===== src/lem_pkg.sv =====
// ----------------------------------------------------------------------------
// Latency envelope monitor package
// Shared widths, command codes, constants and divider handshake types.
// ----------------------------------------------------------------------------
package lem_pkg;

	localparam int TIME_W      = 32;
	localparam int CMD_W       = 3;
	localparam int CAT_W       = 2;
	localparam int NUM_CAT     = 4;
	localparam int DIVIDEND_W  = 64;
	localparam int PRODUCT_W   = 52;
	localparam int IN_TDATA_W  = 32;
	localparam int IN_TUSER_W  = 3;
	localparam int OUT_TDATA_W = 160;
	localparam int OUT_TUSER_W = 3;
	localparam int CFG_IDX_W   = 1;

	// Command codes carried on the input tuser.
	localparam logic [CMD_W-1:0] CMD_ENTER    = 3'd0;
	localparam logic [CMD_W-1:0] CMD_EXIT     = 3'd1;
	localparam logic [CMD_W-1:0] CMD_DISPATCH = 3'd2;
	localparam logic [CMD_W-1:0] CMD_TRACKS   = 3'd3;
	localparam logic [CMD_W-1:0] CMD_PULSE    = 3'd4;
	localparam logic [CMD_W-1:0] CMD_EMIT     = 3'd5;
	localparam logic [CMD_W-1:0] CMD_PEEK     = 3'd6;
	localparam logic [CMD_W-1:0] CMD_CLEAR    = 3'd7;

	// Sample categories.
	localparam logic [CAT_W-1:0] CAT_GAP      = 2'd0;
	localparam logic [CAT_W-1:0] CAT_SERVICE  = 2'd1;
	localparam logic [CAT_W-1:0] CAT_DISPATCH = 2'd2;
	localparam logic [CAT_W-1:0] CAT_TRACKS   = 2'd3;
	localparam logic [CAT_W-1:0] CAT_LAST     = 2'd3;

	// Configuration register indexes.
	localparam logic [CFG_IDX_W-1:0] REG_SOFT_CEILING  = 1'd0;
	localparam logic [CFG_IDX_W-1:0] REG_EMIT_INTERVAL = 1'd1;

	localparam logic [TIME_W-1:0] SOFT_CEILING_RESET  = 32'd1000;
	localparam logic [TIME_W-1:0] EMIT_INTERVAL_RESET = 32'd1000000;
	localparam logic [TIME_W-1:0] MICROS_PER_SECOND   = 32'd1000000;

	typedef struct packed {
		logic                  start;
		logic [DIVIDEND_W-1:0] dividend;
		logic [TIME_W-1:0]     divisor;
	} div_req_t;

	typedef struct packed {
		logic              done;
		logic [TIME_W-1:0] quotient;
	} div_rsp_t;

endpackage


===== src/latency_envelope_monitor_core.sv =====
// ----------------------------------------------------------------------------
// Latency envelope monitor core
// Windowed maximum and over-ceiling tracking of gap, service, dispatch and update
// latencies, with a pulse rate reported on each window emission.
// ----------------------------------------------------------------------------
// The block takes one command at a time and drops s_tready while it works.
// Enter, exit, dispatch and tracks commands go through a sample state when
// they produce a sample; pulse, clear and emits that do not close the
// window return to idle after the execute state. A peek goes straight to
// the output and streams four rows, one per category, at one row per cycle
// while m_tready is high. An emit that closes the window computes the pulse
// rate: the pulse count is multiplied by one million in a registered step
// and then divided by the elapsed window time in a serial divider that
// retires two quotient bits per cycle, after which the four rows are sent.
// The divider is skipped when the elapsed time is zero, and the rate is then
// reported as zero. The window is cleared once the last emitted row has been
// transferred, so the rows always show the window that was closed.
// ----------------------------------------------------------------------------
module latency_envelope_monitor_core import lem_pkg::*; (
	input  logic                   clk,
	input  logic                   arst_n,
	// Input stream. tdata: time_us[31:0]. tuser: command[2:0].
	input  logic                   s_tvalid,
	output logic                   s_tready,
	input  logic [IN_TDATA_W-1:0]  s_tdata,
	input  logic [IN_TUSER_W-1:0]  s_tuser,
	// Output stream. tdata: max_us[31:0], over_count[63:32],
	// clock_pulses[95:64], window_elapsed_us[127:96],
	// pulses_per_second[159:128]. tuser: emitted[0], category[2:1].
	output logic                   m_tvalid,
	input  logic                   m_tready,
	output logic [OUT_TDATA_W-1:0] m_tdata,
	output logic [OUT_TUSER_W-1:0] m_tuser,
	output logic                   m_tlast,
	// Configuration write port.
	input  logic                   cfg_we,
	input  logic [CFG_IDX_W-1:0]   cfg_index,
	input  logic [TIME_W-1:0]      cfg_wdata
);

	localparam logic [2:0] ST_IDLE   = 3'd0;
	localparam logic [2:0] ST_EXEC   = 3'd1;
	localparam logic [2:0] ST_SAMPLE = 3'd2;
	localparam logic [2:0] ST_MUL    = 3'd3;
	localparam logic [2:0] ST_DSTART = 3'd4;
	localparam logic [2:0] ST_DIV    = 3'd5;
	localparam logic [2:0] ST_OUT    = 3'd6;

	logic [2:0]           state_q;

	// Configuration registers.
	logic [TIME_W-1:0]    soft_ceiling_q;
	logic [TIME_W-1:0]    emit_interval_q;

	// Window state.
	logic [TIME_W-1:0]    cat_max_q  [NUM_CAT];
	logic [TIME_W-1:0]    cat_over_q [NUM_CAT];
	logic [TIME_W-1:0]    pulse_q;
	logic [TIME_W-1:0]    last_exit_q;
	logic [TIME_W-1:0]    enter_time_q;
	logic                 in_service_q;
	logic [TIME_W-1:0]    win_start_q;
	logic [TIME_W-1:0]    last_emit_q;

	// Per-command working registers.
	logic [CMD_W-1:0]     cmd_q;
	logic [TIME_W-1:0]    t_q;
	logic [TIME_W-1:0]    sample_q;
	logic [CAT_W-1:0]     cat_q;      // sample category, then the row index
	logic                 emitted_q;
	logic [TIME_W-1:0]    elapsed_q;
	logic [TIME_W-1:0]    rate_q;
	logic [PRODUCT_W-1:0] product_q;

	logic [TIME_W-1:0]    since_emit;
	logic [TIME_W-1:0]    since_start;
	logic                 interval_short;

	div_req_t             div_req;
	div_rsp_t             div_rsp;

	lem_div u_div (
		.clk    (clk),
		.arst_n (arst_n),
		.req    (div_req),
		.rsp    (div_rsp)
	);

	assign div_req.start    = (state_q == ST_DSTART);
	assign div_req.dividend = DIVIDEND_W'(product_q);
	assign div_req.divisor  = elapsed_q;

	assign since_emit     = t_q - last_emit_q;
	assign since_start    = t_q - win_start_q;
	assign interval_short = (last_emit_q != '0) && (since_emit < emit_interval_q);

	assign s_tready = (state_q == ST_IDLE);
	assign m_tvalid = (state_q == ST_OUT);
	assign m_tdata  = {rate_q, elapsed_q, pulse_q, cat_over_q[cat_q], cat_max_q[cat_q]};
	assign m_tuser  = {cat_q, emitted_q};
	assign m_tlast  = (cat_q == CAT_LAST);

	// Configuration is only to be written while the block is idle; the block itself does not enforce this.
	always_ff @(posedge clk or negedge arst_n) begin
		if (!arst_n) begin
			soft_ceiling_q  <= SOFT_CEILING_RESET;
			emit_interval_q <= EMIT_INTERVAL_RESET;
		end else if (cfg_we) begin
			case (cfg_index)
				REG_SOFT_CEILING:  soft_ceiling_q  <= cfg_wdata;
				REG_EMIT_INTERVAL: emit_interval_q <= cfg_wdata;
				default: begin
				end
			endcase
		end
	end

	// Sequencer and window state.
	always_ff @(posedge clk or negedge arst_n) begin
		if (!arst_n) begin
			state_q      <= ST_IDLE;
			pulse_q      <= '0;
			last_exit_q  <= '0;
			enter_time_q <= '0;
			in_service_q <= 1'b0;
			win_start_q  <= '0;
			last_emit_q  <= '0;
			cat_q        <= '0;
			emitted_q    <= 1'b0;
			for (int i = 0; i < NUM_CAT; i++) begin
				cat_max_q[i]  <= '0;
				cat_over_q[i] <= '0;
			end
		end else begin
			case (state_q)
				ST_IDLE: begin
					if (s_tvalid) begin
						state_q <= ST_EXEC;
					end
				end
				ST_EXEC: begin
					state_q <= ST_IDLE;
					case (cmd_q)
						CMD_ENTER: begin
							if (win_start_q == '0) begin
								win_start_q <= t_q;
							end
							// A gap sample needs an earlier exit.
							if (last_exit_q != '0) begin
								cat_q   <= CAT_GAP;
								state_q <= ST_SAMPLE;
							end
							enter_time_q <= t_q;
							in_service_q <= 1'b1;
						end
						CMD_EXIT: begin
							if (in_service_q) begin
								cat_q        <= CAT_SERVICE;
								in_service_q <= 1'b0;
								state_q      <= ST_SAMPLE;
							end
							last_exit_q <= t_q;
						end
						CMD_DISPATCH: begin
							cat_q   <= CAT_DISPATCH;
							state_q <= ST_SAMPLE;
						end
						CMD_TRACKS: begin
							cat_q   <= CAT_TRACKS;
							state_q <= ST_SAMPLE;
						end
						CMD_PULSE: begin
							pulse_q <= pulse_q + 1'b1;
						end
						CMD_EMIT: begin
							if (win_start_q == '0) begin
								// An emit with no open window only opens it.
								win_start_q <= t_q;
								last_emit_q <= t_q;
							end else if (!interval_short) begin
								emitted_q <= 1'b1;
								cat_q     <= '0;
								if (since_start == '0) begin
									state_q <= ST_OUT;
								end else begin
									state_q <= ST_MUL;
								end
							end
						end
						CMD_PEEK: begin
							emitted_q <= 1'b0;
							cat_q     <= '0;
							state_q   <= ST_OUT;
						end
						CMD_CLEAR: begin
							pulse_q      <= '0;
							last_exit_q  <= '0;
							enter_time_q <= '0;
							in_service_q <= 1'b0;
							win_start_q  <= '0;
							last_emit_q  <= '0;
							for (int i = 0; i < NUM_CAT; i++) begin
								cat_max_q[i]  <= '0;
								cat_over_q[i] <= '0;
							end
						end
						default: begin
						end
					endcase
				end
				ST_SAMPLE: begin
					if (sample_q > cat_max_q[cat_q]) begin
						cat_max_q[cat_q] <= sample_q;
					end
					if (sample_q > soft_ceiling_q) begin
						cat_over_q[cat_q] <= cat_over_q[cat_q] + 1'b1;
					end
					state_q <= ST_IDLE;
				end
				ST_MUL: begin
					state_q <= ST_DSTART;
				end
				ST_DSTART: begin
					state_q <= ST_DIV;
				end
				ST_DIV: begin
					if (div_rsp.done) begin
						state_q <= ST_OUT;
					end
				end
				ST_OUT: begin
					if (m_tready) begin
						cat_q <= cat_q + 1'b1;
						if (cat_q == CAT_LAST) begin
							state_q <= ST_IDLE;
							// Close the window after the last emitted row.
							if (emitted_q) begin
								pulse_q     <= '0;
								win_start_q <= t_q;
								last_emit_q <= t_q;
								for (int i = 0; i < NUM_CAT; i++) begin
									cat_max_q[i]  <= '0;
									cat_over_q[i] <= '0;
								end
							end
						end
					end
				end
				default: begin
					state_q <= ST_IDLE;
				end
			endcase
		end
	end

	// Payload registers.
	always_ff @(posedge clk) begin
		if (state_q == ST_IDLE && s_tvalid) begin
			cmd_q <= s_tuser;
			t_q   <= s_tdata;
		end
		if (state_q == ST_EXEC) begin
			case (cmd_q)
				CMD_ENTER:    sample_q <= t_q - last_exit_q;
				CMD_EXIT:     sample_q <= t_q - enter_time_q;
				default:      sample_q <= t_q;
			endcase
			if (cmd_q == CMD_PEEK) begin
				elapsed_q <= (win_start_q != '0 && t_q != '0) ? since_start : '0;
			end else begin
				elapsed_q <= since_start;
			end
			rate_q <= '0;
		end
		if (state_q == ST_MUL) begin
			product_q <= PRODUCT_W'(pulse_q) * PRODUCT_W'(MICROS_PER_SECOND);
		end
		if (state_q == ST_DIV && div_rsp.done) begin
			rate_q <= div_rsp.quotient;
		end
	end

endmodule


===== src/lem_div.sv =====
// ----------------------------------------------------------------------------
// Serial divider
// Restoring 64 by 32 bit division, two quotient bits per cycle, keeping the
// low 32 bits of the quotient.
// ----------------------------------------------------------------------------
module lem_div import lem_pkg::*; (
	input  logic     clk,
	input  logic     arst_n,
	input  div_req_t req,
	output div_rsp_t rsp
);

	localparam int CNT_W = 5;

	logic                  busy_q;
	logic                  done_q;
	logic [CNT_W-1:0]      cnt_q;
	logic [DIVIDEND_W-1:0] dvd_q;
	logic [TIME_W-1:0]     dvs_q;
	logic [TIME_W-1:0]     rem_q;
	logic [TIME_W-1:0]     quot_q;

	logic [TIME_W:0]       step1;
	logic [TIME_W:0]       step2;

	// One restoring step: result is {quotient bit, new remainder}.
	function automatic logic [TIME_W:0] div_step(input logic [TIME_W-1:0] rem,
			input logic nbit, input logic [TIME_W-1:0] dvs);
		logic [TIME_W+1:0] diff;
		logic [TIME_W:0]   shifted;
		shifted = {rem, nbit};
		diff    = {1'b0, shifted} - {2'b00, dvs};
		if (diff[TIME_W+1]) begin
			div_step = {1'b0, shifted[TIME_W-1:0]};
		end else begin
			div_step = {1'b1, diff[TIME_W-1:0]};
		end
	endfunction

	assign step1 = div_step(rem_q, dvd_q[DIVIDEND_W-1], dvs_q);
	assign step2 = div_step(step1[TIME_W-1:0], dvd_q[DIVIDEND_W-2], dvs_q);

	always_ff @(posedge clk or negedge arst_n) begin
		if (!arst_n) begin
			busy_q <= 1'b0;
			done_q <= 1'b0;
			cnt_q  <= '0;
		end else begin
			done_q <= 1'b0;
			if (req.start) begin
				busy_q <= 1'b1;
				cnt_q  <= '0;
			end else if (busy_q) begin
				cnt_q <= cnt_q + 1'b1;
				if (cnt_q == {CNT_W{1'b1}}) begin
					busy_q <= 1'b0;
					done_q <= 1'b1;
				end
			end
		end
	end

	always_ff @(posedge clk) begin
		if (req.start) begin
			dvd_q  <= req.dividend;
			dvs_q  <= req.divisor;
			rem_q  <= '0;
			quot_q <= '0;
		end else if (busy_q) begin
			dvd_q  <= {dvd_q[DIVIDEND_W-3:0], 2'b00};
			rem_q  <= step2[TIME_W-1:0];
			quot_q <= {quot_q[TIME_W-3:0], step1[TIME_W], step2[TIME_W]};
		end
	end

	assign rsp.done     = done_q;
	assign rsp.quotient = quot_q;

endmodule


===== config.mk =====
export PLATFORM = sky130hd
export DESIGN_NAME = latency_envelope_monitor_core
export DESIGN_NICKNAME = d
export VERILOG_FILES = /design/src/lem_pkg.sv /design/src/latency_envelope_monitor_core.sv /design/src/lem_div.sv
export SDC_FILE = /design/constraint.sdc
export NUM_CORES = 2
export LEC_CHECK = 0
export ABC_AREA = 1
export BUFFER_PORTS_ARGS = -buffer_cell sky130_fd_sc_hd__buf_4
export CAP_MARGIN = 5
export CORE_MARGIN = 4
export CORE_UTILIZATION = 65
export CTS_CLUSTER_SIZE = 8
export DETAILED_ROUTE_END_ITERATION = 12
export PLACE_DENSITY = 0.83
export RECOVER_POWER = 25
export SLEW_MARGIN = 20
export SYNTH_ARGS = -nofsm -noshare
export SYNTH_HDL_FRONTEND = slang
export SYNTH_HIERARCHICAL = 1
export SYNTH_SLANG_ARGS = --single-unit

===== constraint.sdc =====
create_clock -name clk -period 11 [get_ports clk]
set_input_delay 0.55 -clock clk [delete_from_list [all_inputs] [get_ports clk]]
set_output_delay 0.55 -clock clk [all_outputs]
set_load 0.01 [all_outputs]

==> results.cfg <==
[sta]
min_period_ns = 6.92
setup_viol = 0
tightest_slew_ns = 6.95
report.final.slew_viol_count = 474
fmax_ghz = 0.144
slew_headroom_pct = -364
rsz0062_at_grt = false
hold_viol = 0
min_period_over_period_pct = 62.9
skew_ns = 0.0416
setup_tns_ns = 0

[global_routing]
grt_max_degree = 174
antenna_found_initial = 1
overflow = 0
grt_pass1_wl_mm = 251
grt_pass1_vias = 47200
grtUsageTotal_pct = 34.7

[setup_path]
crit_cells = 4
critical_path_arrival_ns = 7.61
crit_path_end = pulse_q[1]
r2r_cells = 10
cpLargestDelayFamily = buffers and inverters
cp_max_fo = 173
critPathRequiredTime_ns = 11.69
critPathCaptureType = async pin
rrSetupSlack_ns = 4.37
startpoint_type = primary input
startpoint = arst_n
worstReg2RegEnd = cat_max_q[104]
path_class = primary input to async pin
slowest_delay_ns = 4.80
crit_chain = dlygate4sd3_1 > clkbuf_1 > buf_12 > buf_4
r2r-start = state_q[1]
crit_buf_inv = 4
cp_slowest_cell = clkbuf_1

[floorplanning]
dieHeight_um = 301
pin_count = 239
initial_core_util_pct = 65.4
rows = 107
dieArea_mm2 = 0.0903
dieWidth_um = 301
core_area_mm2 = 0.0850

[logic_synthesis]
yosys-top-cells-count = 2,026 x nand2_1, 949 x inv_1, 481 x dfrtp_1
synth-seq-cells = 831
synth-seq-area-share_pct = 39.3
yosysWarnings = 6
synth_enable_flop_cells = 273
synth_cell_type_count = 72
synth_area_leaders = dfrtp_1 22%, edfxtp_1 15%, nand2_1 14%, ha_1 9.9%, inv_1 6.4%
synthMostInstantiatedCell = nand2_1
async_reset_ff_share_pct = 59.4
avgSynthCellArea_um2 = 7.96
netlist_area_mm2 = 0.0556
synth_top_area_share_pct = 21.6
synth_largest_area_cell = dfrtp_1
syn_inst = 6987
synth_top_flop_cell = dfrtp_1

[detailed_routing]
drt-pass1-iter-count = 6
route.detailed.drc = 0
wl_mm = 158
drt-vias-per-instance = 5.77
drt_iter0_markers = 4751
wire_per_inst_um = 18.8
ant_nets = 0
vias = 48400

[placement]
dp.final_hpwl_mm = 115
gp_congestion = 0.957
io_buffers = 238

[layout]
drive_above_1_share_pct = 6.29
area_growth_pct = 10.2
nets = 7830

[cts]
postCtsSetupBuffers = 0
cts_buffer_depth = 3
cts_resized = 0
cts_max_level = 3
cts_root_buffer = clkbuf_16
tritoncts = built
path_clk_slew_ns = 0.05
cts_buffers = 114
clk_latency_ns = 0.72
cts_sinks = 831

[hold_path]
hold_class = primary input to register

[run_status]
violations = capacitance limit, slew limit
status = finished with violations

[flow_run]
maxCapViolCount = 7
worst min path at each step:
stage | startpoint | end | cells past startpoint
3_5_place_dp | u_div/quot_q[31] | u_div/quot_q[31] | 2
5_1_grt | s_tdata[30] | t_q[30] | 1
4_1_cts | s_tdata[18] | t_q[18] | 1
6_report | s_tdata[18] | t_q[18] | 1
3_3_place_gp | u_div/quot_q[31] | u_div/quot_q[31] | 2
2_1_floorplan | arst_n | cat_max_q[0] | 0
flip-flops by register name, summed over array words and instances, names as in the netlist, 5 cells and up:
register,count
u_div/cnt_q,5
cat_max_q,128
win_start_q,32
t_q,32
rate_q,32
u_div/quot_q,32
cat_over_q,128
product_q,46
last_exit_q,32
u_div/dvd_q,64
pulse_q,32
u_div/rem_q,32
sample_q,32
emit_interval_q,32
last_emit_q,32
u_div/dvs_q,32
enter_time_q,32
soft_ceiling_q,32
elapsed_q,32
stage by stage:
step / hold slack (ns) / cell area, µm² / utilization [%] / setup slack [ns] / cells
global route: 0.0327 / 61300 / 72.1 / 2.78 / 8393
detailed placement: 0.447 / 58100 / 68.3 / 5.13 / 8182
CTS: 0.00162 / 61600 / 72.5 / 5.11 / 8393
global placement: 0.442 / 58100 / 68.3 / 5.17 / 8182
finish: 0.0594 / 61300 / 72.1 / 4.08 / 8395
floorplan: 0.254 / 55700 / - / 5.59 / 7004
kinds of logic (layout without fill, tap and decap cells):
group	Yosys count	count (layout)	synth area share (%)
buffers and inverters	1225	1470	8.85
muxes	38	38	0.686
xor gates and xnor gates	178	178	2.83
other	1	20	0.00674
DFF	831	831	39.3
and+or+nand+nor	3061	3061	22.7
adders and majority gates	581	581	15.0
AOI/OAI and AO/OA	1072	1072	10.7
cells in the final DEF (no fill, tap or decap), types with 8 or more instances in the layout:
| cell | instances |
|---|---|
| dfxtp_1 | 64 |
| o22ai_1 | 48 |
| nor2_1 | 418 |
| clkbuf_16 | 116 |
| nand3_1 | 359 |
| nand3b_1 | 9 |
| or2_2 | 15 |
| nand2_2 | 20 |
| a21oi_1 | 339 |
| o21ai_1 | 115 |
| inv_1 | 948 |
| edfxtp_1 | 273 |
| nor2_4 | 14 |
| nor2_2 | 13 |
| xnor2_1 | 61 |
| clkbuf_4 | 23 |
| xor2_1 | 115 |
| conb_1 | 18 |
| mux2i_1 | 37 |
| inv_2 | 21 |
| o21bai_1 | 19 |
| a21o_1 | 19 |
| a21boi_0 | 8 |
| o21a_1 | 16 |
| nor3_1 | 53 |
| clkbuf_1 | 147 |
| a32oi_1 | 31 |
| dlygate4sd3_1 | 22 |
| o21ai_0 | 411 |
| fa_1 | 140 |
| nand2_1 | 2026 |
| ha_1 | 441 |
| a31oi_1 | 19 |
| nor4_1 | 27 |
| a221oi_1 | 8 |
| dfstp_2 | 13 |
| dfrtp_1 | 480 |
| nand4_1 | 72 |
| buf_4 | 177 |
final cells by class:
cell class                 count  area [µm²]
clock buffer                 184        3180
sequential                   831       21900
antenna                        2        5.00
multi-input combinational   4948       29000
timing repair buffer         304        2050
fill                        6764       23700
tap                         1144        1430
inverter                     977        3670
clock inverter                 5         109
per-layer routing:
| metal | track usage, % | vias to the layer above | share of wire (%) |
|---|---|---|---|
| met4 | 14.3 | 0 | 4.2 |
| met2 | 55.7 | 2070 | 46 |
| li1 | - | 23000 | - |
| met3 | 6.58 | 420 | 8.8 |
| met1 | 46.8 | 22900 | 41 |
| met5 | 0 | - | 0 |
repair_timing:
action                     4_1_cts  5_1_grt
hold buffers                    22        0
setup endpoints to repair        0        0
hold endpoints to repair        83        0
Power is left out: the tool's default activity adds up to more than one toggle a clock period on the data nets, which glitch-free logic cannot reach.
